$ cat config.mk
export PLATFORM = sky130hd
export DESIGN_NAME = pin_addressed_gpio_port
export DESIGN_NICKNAME = d
export VERILOG_FILES = /design/src/design/pagp_pkg.sv /design/src/design/pagp_pin_map.sv /design/src/design/pagp_cfg_mem.sv /design/src/design/pin_addressed_gpio_port.sv
export SDC_FILE = /design/constraint.sdc
export NUM_CORES = 1
export LEC_CHECK = 0
export BUFFER_PORTS_ARGS = -buffer_cell sky130_fd_sc_hd__buf_2
export CORE_ASPECT_RATIO = 2
export CORE_UTILIZATION = 28
export CTS_BUF_LIST = sky130_fd_sc_hd__clkbuf_2
export DETAILED_ROUTE_END_ITERATION = 16
export HOLD_SLACK_MARGIN = 0.03
export MAX_ROUTING_LAYER = met4
export PLACE_DENSITY = 0.51
export SYNTH_ARGS = -nofsm -noshare
export SYNTH_HDL_FRONTEND = slang
export SYNTH_SLANG_ARGS = --single-unit
$ cat constraint.sdc
create_clock -name clk -period 5.8 [get_ports clk]
set_input_delay 0.29 -clock clk [delete_from_list [all_inputs] [get_ports clk]]
set_output_delay 0.29 -clock clk [all_outputs]
set_load 0.02 [all_outputs]
$ cat src/design/pagp_pkg.sv
`timescale 1ns / 1ps
`default_nettype none
package pagp_pkg;

  // port width, bits at or above it are unmapped
  localparam int BITS_PER_PORT = 32;
  localparam int BIT_W = 5;
  localparam int IDX_W = BIT_W + 1;
  localparam int CFG_DEPTH = 2 ** IDX_W;
  localparam logic [31:0] PORT_MASK = (BITS_PER_PORT >= 32) ? 32'hFFFF_FFFF :
                                      32'((64'd1 << BITS_PER_PORT) - 64'd1);

  // operation codes
  typedef enum logic [2:0] {
    MODE_MUX   = 3'd0,
    MODE_DIR   = 3'd1,
    MODE_WRITE = 3'd2,
    MODE_READ  = 3'd3,
    MODE_DRIVE = 3'd4,
    MODE_PULL  = 3'd5
  } mode_t;

  // value codes
  localparam logic [3:0] MUX_DISABLE = 4'd15;
  localparam logic [3:0] MUX_FN_MAX  = 4'd7;
  localparam logic [3:0] DIR_IN      = 4'd0;
  localparam logic [3:0] DIR_OUT     = 4'd1;
  localparam logic [3:0] WR_LOW      = 4'd0;
  localparam logic [3:0] WR_HIGH     = 4'd1;
  localparam logic [3:0] WR_TOGGLE   = 4'd2;
  localparam logic [3:0] FLAG_MAX    = 4'd1;

  // port select codes
  localparam logic PORT_A = 1'b0;
  localparam logic PORT_B = 1'b1;

  // per-pin configuration bit positions
  localparam int CFG_MUXEN  = 0;
  localparam int CFG_INEN   = 1;
  localparam int CFG_PULLEN = 2;
  localparam int CFG_DRVSTR = 3;

  typedef struct packed {
    logic             ok;
    logic             port;
    logic [BIT_W-1:0] bit_pos;
  } pin_map_t;

  // one entry of the per-pin store
  typedef struct packed {
    logic [3:0] cfg;
    logic [3:0] nibble;
  } cfg_entry_t;

endpackage
`default_nettype wire

$ cat src/design/pagp_pin_map.sv
`timescale 1ns / 1ps
`default_nettype none
module pagp_pin_map (
  input  wire logic [7:0]         pin,
  output pagp_pkg::pin_map_t      map
);
  import pagp_pkg::*;

  logic [7:0] b;
  logic       hit;
  logic       port;

  // package pin to port and bit position
  always_comb begin
    hit  = 1'b1;
    port = PORT_A;
    b    = '0;
    if (pin >= 8'd1 && pin <= 8'd4) begin
      b = pin - 8'd1;
    end else if (pin >= 8'd7 && pin <= 8'd8) begin
      port = PORT_B;
      b    = pin + 8'd1;
    end else if (pin >= 8'd9 && pin <= 8'd16) begin
      b = pin - 8'd5;
    end else if (pin >= 8'd19 && pin <= 8'd20) begin
      port = PORT_B;
      b    = pin - 8'd9;
    end else if (pin >= 8'd21 && pin <= 8'd34) begin
      b = pin - 8'd9;
    end else if (pin >= 8'd37 && pin <= 8'd38) begin
      port = PORT_B;
      b    = pin - 8'd15;
    end else if (pin == 8'd39) begin
      b = pin - 8'd12;
    end else if (pin == 8'd41) begin
      b = pin - 8'd13;
    end else if (pin >= 8'd45 && pin <= 8'd46) begin
      b = pin - 8'd15;
    end else if (pin >= 8'd47 && pin <= 8'd48) begin
      port = PORT_B;
      b    = pin - 8'd45;
    end else begin
      hit = 1'b0;
    end
  end

  // bits beyond the port width count as unmapped
  always_comb begin
    map.ok      = hit && (int'(b) < BITS_PER_PORT);
    map.port    = port;
    map.bit_pos = b[BIT_W-1:0];
  end

endmodule
`default_nettype wire

$ cat src/design/pagp_cfg_mem.sv
`timescale 1ns / 1ps
`default_nettype none
module pagp_cfg_mem (
  input  wire logic                       clk,
  input  wire logic                       rst_n,
  input  wire logic                       rd_en,
  input  wire logic [pagp_pkg::IDX_W-1:0] rd_addr,
  output pagp_pkg::cfg_entry_t            rd_data,
  input  wire logic                       wr_en,
  input  wire logic [pagp_pkg::IDX_W-1:0] wr_addr,
  input  wire pagp_pkg::cfg_entry_t       wr_data
);
  import pagp_pkg::*;

  cfg_entry_t           mem [CFG_DEPTH];
  logic [CFG_DEPTH-1:0] vld_r;
  cfg_entry_t           rd_q_r;
  logic                 rd_vld_r;

  // storage array, one write port
  always_ff @(posedge clk) begin
    if (wr_en) begin
      mem[wr_addr] <= wr_data;
    end
  end

  // registered read port
  always_ff @(posedge clk) begin
    if (rd_en) begin
      rd_q_r   <= mem[rd_addr];
      rd_vld_r <= vld_r[rd_addr];
    end
  end

  // entry valid bits, cleared at reset so unwritten entries read as zero
  always_ff @(posedge clk) begin
    if (!rst_n) begin
      vld_r <= '0;
    end else if (wr_en) begin
      vld_r[wr_addr] <= 1'b1;
    end
  end

  assign rd_data = rd_vld_r ? rd_q_r : '0;

endmodule
`default_nettype wire

$ cat src/design/pin_addressed_gpio_port.sv
`timescale 1ns / 1ps
`default_nettype none
// result: the accepting edge sets busy_r, and busy_r in turn sets valid_r,
//   which drives the result strobe
// handshake: no new request is taken while busy, as the per-pin store read
//   is followed by its write-back
// reset: port latches, direction bits and store valid bits clear at once
// results cannot be stalled; out_valid is high for exactly one cycle
module pin_addressed_gpio_port (
  input  wire logic        clk,
  input  wire logic        rst_n,
  input  wire logic        start,
  output logic             busy,
  input  wire logic [2:0]  in_mode,
  input  wire logic [7:0]  in_pin,
  input  wire logic [3:0]  in_arg,
  input  wire logic [31:0] in_port_a_in,
  input  wire logic [31:0] in_port_b_in,
  output logic             out_valid,
  output logic             out_status,
  output logic             out_read_bit,
  output logic [31:0]      out_port_a_out,
  output logic [31:0]      out_port_b_out,
  output logic [31:0]      out_port_a_dir,
  output logic [31:0]      out_port_b_dir
);
  import pagp_pkg::*;

  logic             accept;
  pin_map_t         map;
  logic             busy_r;

  // captured request
  logic [2:0]       mode_r;
  logic [3:0]       value_r;
  pin_map_t         map_r;
  logic             pad_r;

  cfg_entry_t       rd_entry;
  cfg_entry_t       wr_entry;
  logic             wr_en;

  logic [31:0]      out_a_r, out_a_nxt, out_b_r, out_b_nxt;
  logic [31:0]      dir_a_r, dir_a_nxt, dir_b_r, dir_b_nxt;
  logic [31:0]      sel_out, sel_dir, new_out, new_dir, m;
  logic             fail, rd;

  logic             valid_r, status_r, read_bit_r;

  assign accept = start && !busy_r;

  pagp_pin_map u_map (
    .pin (in_pin),
    .map (map)
  );

  pagp_cfg_mem u_mem (
    .clk     (clk),
    .rst_n   (rst_n),
    .rd_en   (accept),
    .rd_addr ({map.port, map.bit_pos}),
    .rd_data (rd_entry),
    .wr_en   (wr_en),
    .wr_addr ({map_r.port, map_r.bit_pos}),
    .wr_data (wr_entry)
  );

  // request capture, pad level sampled at accept
  always_ff @(posedge clk) begin
    if (accept) begin
      mode_r  <= in_mode;
      value_r <= in_arg;
      map_r   <= map;
      pad_r   <= (map.port == PORT_B) ? in_port_b_in[map.bit_pos]
                                      : in_port_a_in[map.bit_pos];
    end
  end

  // read-modify-write of the selected pin
  always_comb begin
    m        = 32'd1 << map_r.bit_pos;
    sel_out  = (map_r.port == PORT_B) ? out_b_r : out_a_r;
    sel_dir  = (map_r.port == PORT_B) ? dir_b_r : dir_a_r;
    new_out  = sel_out;
    new_dir  = sel_dir;
    wr_entry = rd_entry;
    wr_en    = 1'b0;
    fail     = 1'b1;
    rd       = 1'b0;
    if (map_r.ok) begin
      case (mode_r)
        MODE_MUX: begin
          if (value_r == MUX_DISABLE) begin
            wr_entry.cfg[CFG_MUXEN] = 1'b0;
            wr_en = 1'b1;
            fail  = 1'b0;
          end else if (value_r <= MUX_FN_MAX) begin
            wr_entry.nibble         = value_r;
            wr_entry.cfg[CFG_MUXEN] = 1'b1;
            wr_en = 1'b1;
            fail  = 1'b0;
          end
        end
        MODE_DIR: begin
          if (value_r == DIR_IN) begin
            new_dir = sel_dir & ~m;
            wr_entry.cfg[CFG_INEN] = 1'b1;
            wr_en = 1'b1;
            fail  = 1'b0;
          end else if (value_r == DIR_OUT) begin
            new_dir = sel_dir | m;
            fail    = 1'b0;
          end
        end
        MODE_WRITE: begin
          if (value_r == WR_LOW) begin
            new_out = sel_out & ~m;
            fail    = 1'b0;
          end else if (value_r == WR_HIGH) begin
            new_out = sel_out | m;
            fail    = 1'b0;
          end else if (value_r == WR_TOGGLE) begin
            new_out = sel_out ^ m;
            fail    = 1'b0;
          end
        end
        MODE_READ: begin
          rd   = pad_r;
          fail = 1'b0;
        end
        MODE_DRIVE: begin
          if (value_r <= FLAG_MAX) begin
            wr_entry.cfg[CFG_DRVSTR] = value_r[0];
            wr_en = 1'b1;
            fail  = 1'b0;
          end
        end
        MODE_PULL: begin
          if (value_r <= FLAG_MAX) begin
            wr_entry.cfg[CFG_PULLEN] = value_r[0];
            wr_en = 1'b1;
            fail  = 1'b0;
          end
        end
        default: begin
          fail = 1'b1;
        end
      endcase
    end
    wr_en = wr_en && busy_r;
  end

  // port register next values
  always_comb begin
    out_a_nxt = out_a_r;
    out_b_nxt = out_b_r;
    dir_a_nxt = dir_a_r;
    dir_b_nxt = dir_b_r;
    if (busy_r) begin
      if (map_r.port == PORT_B) begin
        out_b_nxt = new_out;
        dir_b_nxt = new_dir;
      end else begin
        out_a_nxt = new_out;
        dir_a_nxt = new_dir;
      end
    end
  end

  // control and port registers
  always_ff @(posedge clk) begin
    if (!rst_n) begin
      busy_r  <= 1'b0;
      valid_r <= 1'b0;
      out_a_r <= '0;
      out_b_r <= '0;
      dir_a_r <= '0;
      dir_b_r <= '0;
    end else begin
      busy_r  <= accept;
      valid_r <= busy_r;
      out_a_r <= out_a_nxt;
      out_b_r <= out_b_nxt;
      dir_a_r <= dir_a_nxt;
      dir_b_r <= dir_b_nxt;
    end
  end

  // result payload
  always_ff @(posedge clk) begin
    if (busy_r) begin
      status_r   <= fail;
      read_bit_r <= rd;
    end
  end

  assign busy           = busy_r;
  assign out_valid      = valid_r;
  assign out_status     = status_r;
  assign out_read_bit   = read_bit_r;
  assign out_port_a_out = out_a_r & PORT_MASK;
  assign out_port_b_out = out_b_r & PORT_MASK;
  assign out_port_a_dir = dir_a_r & PORT_MASK;
  assign out_port_b_dir = dir_b_r & PORT_MASK;

  // every accepted request sets busy and then gives exactly one strobe
  a_strobe_follows: assert property (@(posedge clk) disable iff (!rst_n)
    accept |=> busy_r ##1 valid_r)
    else $error("result strobe missing after request");

  // strobe never overlaps the working cycle
  a_strobe_idle: assert property (@(posedge clk) disable iff (!rst_n)
    valid_r |-> !busy_r)
    else $error("strobe while busy");

  // a failed request leaves the port registers untouched
  a_fail_no_change: assert property (@(posedge clk) disable iff (!rst_n)
    (valid_r && status_r) |->
      (out_a_r == $past(out_a_r) && out_b_r == $past(out_b_r) &&
       dir_a_r == $past(dir_a_r) && dir_b_r == $past(dir_b_r)))
    else $error("port state changed on failed request");

  // a pad level is only reported by a successful read
  a_read_ok: assert property (@(posedge clk) disable iff (!rst_n)
    (valid_r && read_bit_r) |-> !status_r)
    else $error("read level reported with failure");

endmodule
`default_nettype wire
Yosys cells after proc, flatten, opt, wreduce, memory -nomap -nowiden
Cells that the tools add are included.
- add/sub/neg operators: 8
- magnitude comparators: 20
- equality and inequality tests: 10
- shifts and indexed selects: 1
- multiplexer cells: 54
- bitwise operators: 7
- reduce and logical (&&, ||, !) cells: 17
- operators with widths (kind ; number):
    32-bit 2-to-1 mux ; 11
    8-bit 2-to-1 mux ; 10
    32-bit AND ; 2
    32-bit bitwise OR ; 2
    8-bit by 6-bit <= comparator with 1-bit output, second input constant ; 4
    32-bit inverter ; 1
    1-bit by 5-bit left shift with 32-bit output, first input constant ; 1
    8-bit by 4-bit subtractor with 8-bit output, second input constant ; 4
    32-bit XOR ; 1
    1-bit 2-to-1 mux ; 30
    8-bit by 6-bit greater-or-equal comparator with 1-bit output, second input constant ; 3
    8-bit by 6-bit == test with 1-bit output, second input constant ; 2
    8-bit by 5-bit greater-or-equal comparator with 1-bit output, second input constant ; 2
    8-bit by 5-bit <= comparator with 1-bit output, second input constant ; 2
    1-bit binary-select mux with 5-bit select ; 2
    1-bit logical AND ; 10
    8-bit by 1-bit adder with 8-bit output, second input constant ; 1
    8-bit by 1-bit greater-or-equal comparator with 1-bit output, second input constant ; 1
    8-bit by 3-bit greater-or-equal comparator with 1-bit output, second input constant ; 1
    8-bit by 4-bit greater-or-equal comparator with 1-bit output, second input constant ; 1
    8-bit by 3-bit <= comparator with 1-bit output, second input constant ; 1
    8-bit by 4-bit <= comparator with 1-bit output, second input constant ; 1
    8-bit by 6-bit < comparator with 1-bit output, second input constant ; 1
    8-bit by 1-bit subtractor with 8-bit output, second input constant ; 1
    other kinds (18) ; 22
- flip-flop bits (word level): 147
- word-level logic and storage cells: 131

Longest topological paths before layout
Gate-level depths: netlist of run 1.
- depth in word-level cells: 15
- gate-level depth with buffers: 17
- depth with buffers taken out: 13

Hierarchy
A second synthesis of run 1 with hierarchy kept.
- cell total of the unflattened synthesis: 1280
- area, all modules: 10401.2 um^2
- modules (own cells, without submodules) (module ; times used ; cells an instance ; area each (um^2)):
    pin_addressed_gpio_port ; 1 ; 1079 ; 9036.2
    pagp_pin_map ; 1 ; 201 ; 1365.1

Worst setup path after synthesis of run 1
Ideal clock, no wire load.
- path type: input to register
- from: input port in_pin[3]
- to: register pad_r (data pin)
- arrival: 3.622 ns
- required time: 5.537 ns
- path slack: 1.915 ns
- stages: 17
- buffers on the path: 5
- cell sequence: buf_2 -> buf_1 -> inv_1 -> ha_1 -> buf_2 -> and3b_1 -> a2111oi_4 -> o21ai_2 -> o41a_4 -> a31o_1 -> buf_6 -> buf_6 -> mux2_4 -> o22ai_1 -> o31ai_1 -> a32oi_1 -> nand3_1
- longest elaborated chain between the ends: 15
- elaborated cells between the ends (all ways): 59
- classes of those cells: 8 x add/sub; 16 x order compare; 2 x eq/ne; 25 x mux; 8 x reduce/logical
- RTL lines (what ; line ; RTL):
    start, declared ; pin_addressed_gpio_port.sv:15 ; input wire logic [7:0] in_pin,
    8-bit by 6-bit greater-or-equal comparator with 1-bit output / 8-bit by 6-bit <= comparator with 1-bit output (equally long branches) ; pagp_pin_map.sv:39 ; end else if (pin >= 8'd47 && pin <= 8'd48) begin
    1-bit logical AND ; pagp_pin_map.sv:39 ;
    8-bit 2-to-1 mux ; pagp_pin_map.sv:39 ;
    8-bit 2-to-1 mux ; pagp_pin_map.sv:37 ; end else if (pin >= 8'd45 && pin <= 8'd46) begin
    8-bit 2-to-1 mux ; pagp_pin_map.sv:35 ; end else if (pin == 8'd41) begin
    8-bit 2-to-1 mux ; pagp_pin_map.sv:33 ; end else if (pin == 8'd39) begin
    8-bit 2-to-1 mux ; pagp_pin_map.sv:30 ; end else if (pin >= 8'd37 && pin <= 8'd38) begin
    8-bit 2-to-1 mux ; pagp_pin_map.sv:28 ; end else if (pin >= 8'd21 && pin <= 8'd34) begin
    8-bit 2-to-1 mux ; pagp_pin_map.sv:25 ; end else if (pin >= 8'd19 && pin <= 8'd20) begin
    8-bit 2-to-1 mux ; pagp_pin_map.sv:23 ; end else if (pin >= 8'd9 && pin <= 8'd16) begin
    8-bit 2-to-1 mux ; pagp_pin_map.sv:20 ; end else if (pin >= 8'd7 && pin <= 8'd8) begin
    8-bit 2-to-1 mux ; pagp_pin_map.sv:18 ; if (pin >= 8'd1 && pin <= 8'd4) begin
    1-bit binary-select mux with 5-bit select (on tied branches) ; pin_addressed_gpio_port.sv:75, pin_addressed_gpio_port.sv:74 ;
    1-bit 2-to-1 mux (on tied branches) ; pin_addressed_gpio_port.sv:75, pin_addressed_gpio_port.sv:74 ;
    1-bit 2-to-1 mux (*) ; pin_addressed_gpio_port.sv:74 ; pad_r <= (map.port == PORT_B) ? in_port_b_in[map.bit_pos]
    end signal, assigned ; pin_addressed_gpio_port.sv:74 ;
    end, declared ; pin_addressed_gpio_port.sv:37 ; logic pad_r;
Every way passes the cells marked *; elsewhere a longest branch is shown, timed or not. The select of a mux whose other input is x is not followed.
A chain may end at the register's enable or synchronous reset.

Worst setup path in the final report of run 1
Same ends and word-level chain as after synthesis.

==> results.txt, run 1 <==
In this run the vertical extent of the chip is 281 um. The largest vdd supply drop is 0.107 mV. The final estimated routing congestion in global placement is 0.978. The startpoint kind of the worst setup timing path is an input port. The top cell types in the final layout, fill and taps aside, are sky130_fd_sc_hd__nand2_1, sky130_fd_sc_hd__buf_2, sky130_fd_sc_hd__a21oi_1.

The initial antenna violation count was 1. Summing the sequential cell areas from Yosys gives 28.6% of the chip area. The average wire per standard cell is 21.2 um. The Yosys step of the flow raised 0 warnings. The run finished with clean final reports. For this configuration, the core starts out at a cell density of 28.5%. Once routing completed, OpenROAD measured the worst setup slack at 1910 ps. The via count of the first global-routing pass came out at 10972. After detailed routing, the total wire length is 44100 um. The type of destination of the critical path is a flop. The total half-perimeter wirelength after legalization and detailed placement is 33100 um. The detailed router finished its first iteration with 636 violations.

The final number of hold-violating endpoints came out at 0. The area of the placeable core came out at 38200 um2. The cell chosen for the clock root is sky130_fd_sc_hd__clkbuf_2.

The number of instances on the worst hold path came out at 7. The via-per-instance ratio came out at 5.32. The setup path with the least slack is of type input port to flop.

The TritonCTS buffer count came out at 17. The worst reg-to-reg path cell count came out at 7. The count of max-cap constraint violations is 0.

The count of buffers added on input and output ports is 213. The total count of max-transition violations in the final report is 0. The maximum clock frequency came out at 0.257 GHz. For this run the aggregate overflow at the end of global routing stands at 0. Across the routed clock network, the largest skew measured is 32.8 ps.

Setup repair after global routing left no endpoint under its margin. The fraction of registers with async set/reset came out at 0%. The post-route DRC violation count is 0. The endpoint identified for the worst register-to-register timing path is out_port_b_dir[0].

Entering global routing, the biggest net connects 84 pins. The time the worst path needs with I/O delays and setup came out at 3890 ps. The required time reported for the critical path endpoint came out at 6360 ps. The number of standard cells after synthesis is 1399.

The number of buffers inserted by post-CTS setup repair is 0. The first-pass GRT wire length came out at 66400 um. The clock edge transition at the registers on the reported setup and hold paths is 200 ps. In this run the most critical hold path is launched from in_port_b_in[28]. The worst hold path terminates at pad_r. In this run the critical register-to-register path is launched from value_r[0]. The average cell area after synthesis came out at 7.79 um2. The number of synthesized flops with an enable pin is 17. Synthesis inferred 147 register bits. The netlist uses 84 different library cells. At the later pin of the worst-skew pair, clock insertion delay measures 800 ps. The relative area change from synthesis to final layout is 16.3%. The number of vias in the routed layout came out at 11075. Setup violations remaining at the end of the flow were counted as 0.

The H-tree depth reported by CTS is 4. The worst setup slack after placement came out at 1100 ps. Measured along the x axis, the die boundary spans 141 um. The worst slew slack as a fraction of its limit is 29.7%.

The number of optimization iterations in the first detailed-route pass came out at 5. The clock net sink count came out at 147. The clock tree from TritonCTS is done. In this run the worst hold path is classified as input port to flop. The power density over cell area came out at 173 nW/um2. The I/O pin count is 214.

The fraction of final layout cells sized beyond drive strength 1 came out at 22.4%. The global-route usage over all layers came out at 23.0%. The accumulated negative setup slack came out at 0 ps. The leakage dissipation came out at 5.52 nW.

The post-route worst hold slack came out at 179 ps. The detail route stage leaves a number of antenna-violating nets equal to 0. The number of core rows came out at 101.

The synthesized netlist occupies a cell area of 10900 um2. Summing all non-filler instances in the final layout gives an area of 12700 um2. At the end of the flow, the number of nets in the layout was 1709. The number of nets in the synthesized netlist is 1555. The maximum fanout along the worst path came out at 20.

The number of buffers on the longest clock path came out at 2. The slew at the pin closest to its max-slew limit came out at 1050 ps. The register-to-register setup slack came out at 2510 ps. The placed instance area is 12400 um2. The die covers 39700 um2. The ratio of final minimum period to clock period came out at 67.1%. In the synthesized netlist the dominant register cell turns out to be sky130_fd_sc_hd__dfxtp_1. The critical path data arrival time came out at 4450 ps.
[worst max-delay path, cell delays in order]
cell and delay (ps):
sky130_fd_sc_hd__buf_2 380, sky130_fd_sc_hd__inv_1 200, sky130_fd_sc_hd__ha_1 380, sky130_fd_sc_hd__and3b_1 270
sky130_fd_sc_hd__a2111oi_4 340, sky130_fd_sc_hd__o21ai_2 220, sky130_fd_sc_hd__o41a_4 580, sky130_fd_sc_hd__a31o_1 480
sky130_fd_sc_hd__and2_0 290, sky130_fd_sc_hd__a2111oi_1 380, sky130_fd_sc_hd__o31ai_1 150, sky130_fd_sc_hd__a32oi_1 360
sky130_fd_sc_hd__nand3_1 120
[cell families (layout without fill, tap and decap cells)]
family	after synthesis	in the layout	synth area share, %
and+or+nand+nor	473	473	20.1
DFF	147	147	28.6
buffers and inverters	185	351	6.70
xor gates and xnor gates	7	7	0.563
adders and majority gates	74	74	8.50
AOI/OAI and AO/OA	428	428	27.1
muxes	85	85	8.47
other	0	1	0
[cells in the mapped netlist, types with 6 or more instances]
cell,instances,area [um2]
sky130_fd_sc_hd__o2111ai_1,6,52.6
sky130_fd_sc_hd__o22ai_1,17,106
sky130_fd_sc_hd__buf_2,10,50.1
sky130_fd_sc_hd__ha_1,74,926
sky130_fd_sc_hd__nor2b_1,7,43.8
sky130_fd_sc_hd__nor3_1,14,70.1
sky130_fd_sc_hd__o211ai_1,12,90.1
sky130_fd_sc_hd__edfxtp_1,17,510
sky130_fd_sc_hd__nand3_1,28,140
sky130_fd_sc_hd__and3_1,6,37.5
sky130_fd_sc_hd__a211oi_1,7,52.6
sky130_fd_sc_hd__nor3b_1,25,188
sky130_fd_sc_hd__a22oi_1,19,143
sky130_fd_sc_hd__nor2_1,124,465
sky130_fd_sc_hd__inv_1,73,274
sky130_fd_sc_hd__a221oi_1,7,61.3
sky130_fd_sc_hd__nand2b_1,7,43.8
sky130_fd_sc_hd__o21ai_0,41,205
sky130_fd_sc_hd__o211a_1,42,420
sky130_fd_sc_hd__a31oi_1,7,43.8
sky130_fd_sc_hd__clkbuf_1,91,342
sky130_fd_sc_hd__nand2_1,212,796
sky130_fd_sc_hd__dfxtp_1,130,2600
sky130_fd_sc_hd__and2_1,7,43.8
sky130_fd_sc_hd__mux2_2,52,586
sky130_fd_sc_hd__mux2i_1,31,310
sky130_fd_sc_hd__a21oi_1,144,721
sky130_fd_sc_hd__xnor2_1,6,52.6
sky130_fd_sc_hd__a21boi_0,65,488
[report_power, final]
group          switching [mW]  leakage (nW)  internal, mW  total (mW)
Combinational           0.332          4.16         0.186       0.518
Clock                   0.394         0.133         0.192       0.586
Sequential             0.0265          1.22          1.06        1.09
Total                   0.753          5.52          1.44        2.19
[state kept, by name (all words and copies together) (netlist names)]
name	cells
value_r	4
mode_r	3
out_valid	1
out_port_b_out	32
out_port_a_dir	32
out_status	1
out_port_b_dir	32
out_port_a_out	32
busy	1
out_read_bit	1
map_r	7
pad_r	1
[worst max-delay path by stage]
stage,start,to,slack (ps),depth (start not counted)
after global routing,in_pin[3],pad_r,1660,13
after detailed placement,in_pin[3],pad_r,1100,13
after floorplan,in_pin[3],pad_r,1920,17
after CTS,in_pin[3],pad_r,2050,13
after global placement,in_pin[3],pad_r,1080,13
final,in_pin[3],pad_r,1910,13
[area by class of cell]
type / instances / area, um2
clock inverter: 12 / 115
antenna: 1 / 2.50
sequential: 147 / 3110
clock buffer: 19 / 95.1
inverter: 77 / 289
fill: 4207 / 25500
tap: 515 / 644
multi-input combinational: 1067 / 7090
timing repair buffer: 243 / 1320
[repair_timing]
item                      4_1_cts  5_1_grt
hold buffers                    9        0
resized for setup               0        0
hold endpoints to repair       65        0
[per-layer routing]
layer,track usage (%),wire length (um),up-vias
met3,3.22,1620,103
met4,14.3,2760,0
met2,43.7,24200,371
met1,21.4,15500,5321
li1,-,-,5280
met5,-,0,-
[through the flow]
stage / total power [mW] / std cells / util, %
global route: 2.32 / 2081 / 33.2
CTS: 2.23 / 2080 / 33.2
floorplan: 1.44 / 1399 / -
detailed placement: 1.62 / 2040 / 32.4
global placement: 1.62 / 2040 / 32.4
finish: 2.19 / 2081 / 33.2
Note: power is estimated with default switching activity, not from simulation.
==> run 2, diff against run 1 <==
--- a/config.mk
+++ b/config.mk
@@ -12,7 +12,7 @@
 export DETAILED_ROUTE_END_ITERATION = 16
 export HOLD_SLACK_MARGIN = 0.03
 export MAX_ROUTING_LAYER = met4
-export PLACE_DENSITY = 0.51
+export PLACE_DENSITY = 0.53
 export SYNTH_ARGS = -nofsm -noshare
 export SYNTH_HDL_FRONTEND = slang
 export SYNTH_SLANG_ARGS = --single-unit
==> constraint.sdc (replaced) <==
create_clock -name clk -period 3.4 [get_ports clk]
set_input_delay 0.17 -clock clk [delete_from_list [all_inputs] [get_ports clk]]
set_output_delay 0.17 -clock clk [all_outputs]
set_load 0.02 [all_outputs]
==> results.txt, run 2 (synthesis results as in run 1) <==
The number of core rows came out at 101 (unchanged). The largest net degree at the start of global routing is 124 (was 84). The maximum fanout along the worst path is 9 (was 20).

The time the worst path needs with I/O delays and setup came out at 3290 ps. The worst slew slack as a fraction of its limit came out at 18.3% (was 29.7%). The floorplan die width is 141 um (unchanged).

Most frequent cells in the layout: sky130_fd_sc_hd__nand2_1, sky130_fd_sc_hd__buf_2, sky130_fd_sc_hd__buf_4 (was sky130_fd_sc_hd__nand2_1, sky130_fd_sc_hd__buf_2, sky130_fd_sc_hd__a21oi_1). The initial antenna violation count is 3 (was 1). The count of input and output buffers came out at 213 (unchanged).

The number of vias in the routed layout came out at 11576 (was 11075). The number of instances on the worst hold path is 2 (was 7). The class of the most critical hold timing path is input port to flop (unchanged). The ratio of final minimum period to clock period is 96.8%.

The startpoint kind of the worst setup timing path is an input port (unchanged). The global-route usage over all layers is 23.9% (was 23.0%). The slew at the pin closest to its max-slew limit is 1230 ps (was 1050 ps). The clock net sink count is 147 (unchanged). The type of destination of the critical path is a flop (unchanged). The area of the placeable core is 38200 um2 (unchanged). Outcome: finished, final reports clean (unchanged). The register-to-register setup slack is 660 ps (was 2510 ps). The number of buffers on the longest clock path came to 2 (unchanged).

The cell chosen for the clock root is sky130_fd_sc_hd__clkbuf_2 (unchanged). The starting utilization of the core area is 28.5% (unchanged). The fraction of final layout cells sized beyond drive strength 1 is 28.6% (was 22.4%). The final net count came out at 1843 (was 1709).

The kind of critical path is input port to flop (unchanged). The count of max-cap constraint violations is 0 (unchanged). The post-route DRC violation count came out at 0 (unchanged). The via count of the first global-routing pass was 11417 (was 10972). The accumulated negative setup slack came out at 0 ps (unchanged). The average wire per standard cell was 20.7 um (was 21.2 um). The first-pass GRT wire length came out at 68600 um (was 66400 um).

The number of DRC markers after the initial detailed-route iteration is 678 (was 636). The insertion delay to the later sink of the worst-skew pair is 840 ps (was 800 ps). The total count of max-transition violations in the final report is 0 (unchanged). The worst setup slack after placement is -250 ps (was 1100 ps). The number of endpoints failing setup at the final stage came to 0 (unchanged). The clock edge transition at the registers on the reported setup and hold paths came to 200 ps (about the same). The floorplan die area is 39700 um2 (unchanged). The largest vdd supply drop is 0.143 mV (was 0.107 mV).

The worst clock skew came to 45.4 ps (was 32.8 ps). Based on the critical path, the design can be clocked at up to 0.304 GHz. The relative area change from synthesis to final layout came out at 26.5% (was 16.3%). The total congestion overflow after global routing was 0 (unchanged).

The required time reported for the critical path endpoint is 3960 ps (was 6360 ps). The clock tree from TritonCTS is done (unchanged). The power density over cell area is 280 nW/um2 (was 173 nW/um2). The via-per-instance ratio is 5.22 (was 5.32). The number of nets with antenna violations after routing came out at 0 (unchanged). The y dimension of the die is 281 um (unchanged).

The post-route worst hold slack is 119 ps (was 179 ps). The number of optimization iterations in the first detailed-route pass was 5 (unchanged). The TritonCTS buffer count came out at 17 (unchanged). The final number of hold-violating endpoints was 0 (unchanged). The worst reg-to-reg path cell count is 11 (was 7). The total half-perimeter wirelength after legalization and detailed placement came out at 35800 um (was 33100 um).

The I/O pin count came to 214 (unchanged). The H-tree depth reported by CTS was 4 (unchanged). The final wirelength is 46000 um (was 44100 um). The share of the core filled with cells in the final layout is 36.1% (was 33.2%). The critical path data arrival time came to 3850 ps (was 4450 ps).

The final critical-path setup slack is 109 ps (was 1910 ps). The final estimated routing congestion in global placement came out at 1.01 (was 0.978). The leakage dissipation is 6.17 nW (was 5.52 nW).
run 2: final cells by class:
type                       count  area, um2
antenna                        3       7.51
clock buffer                  17       85.1
fill                        4131      24400
tap                          515        644
multi-input combinational   1067       7140
clock inverter                15        131
inverter                      77        289
sequential                   147       3110
timing repair buffer         377       2370
run 2: worst max-delay path, cell delays in order:
cell and delay (ps):
sky130_fd_sc_hd__dlygate4sd3_1 540, sky130_fd_sc_hd__buf_2 210, sky130_fd_sc_hd__or4_4 610, sky130_fd_sc_hd__a211oi_2 180
sky130_fd_sc_hd__buf_4 190, sky130_fd_sc_hd__buf_4 130, sky130_fd_sc_hd__a21oi_1 50, sky130_fd_sc_hd__o31ai_1 610
sky130_fd_sc_hd__nand4_1 210, sky130_fd_sc_hd__o2111ai_1 230, sky130_fd_sc_hd__a41oi_1 230, sky130_fd_sc_hd__a32oi_1 340
sky130_fd_sc_hd__nand3_1 140
run 2: final timing paths:
| path | startpoint | endpoint |
|---|---|---|
| worst max-delay path | in_pin[7] | pad_r |
| worst min-delay path | in_mode[1] | mode_r[1] |
| worst max register to register | map_r[0] | out_port_b_out[14] |
| worst min register to register | out_port_b_dir[26] | out_port_b_dir[26] |
run 2: where the power goes:
part           internal (mW)  total (mW)  switching, mW
clock network          0.272       0.998          0.727
registers               1.81        1.86         0.0483
logic                  0.409        1.00          0.592
run 2: timing repair:
action	4_1_cts	5_1_grt
endpoints found under the hold margin	60	0
gates resized for setup	0	5
hold buffers	17	0
setup buffers	0	3
endpoints found under the setup margin	0	1
run 2: per-layer routing:
layer / share of wire, % / global-route usage, %
met1: 33 / 21.5
met2: 56 / 45.6
met3: 3.5 / 2.40
met4: 7.8 / 17.7
met5: 0 / -
run 2: stage by stage:
stage	cells	total power [mW]	cell area, um2
2_1_floorplan	1399	2.46	11000
3_3_place_gp	2163	2.86	13300
3_5_place_dp	2163	2.87	13300
4_1_cts	2212	3.89	13700
5_1_grt	2218	4.06	13800
6_report	2218	3.86	13800
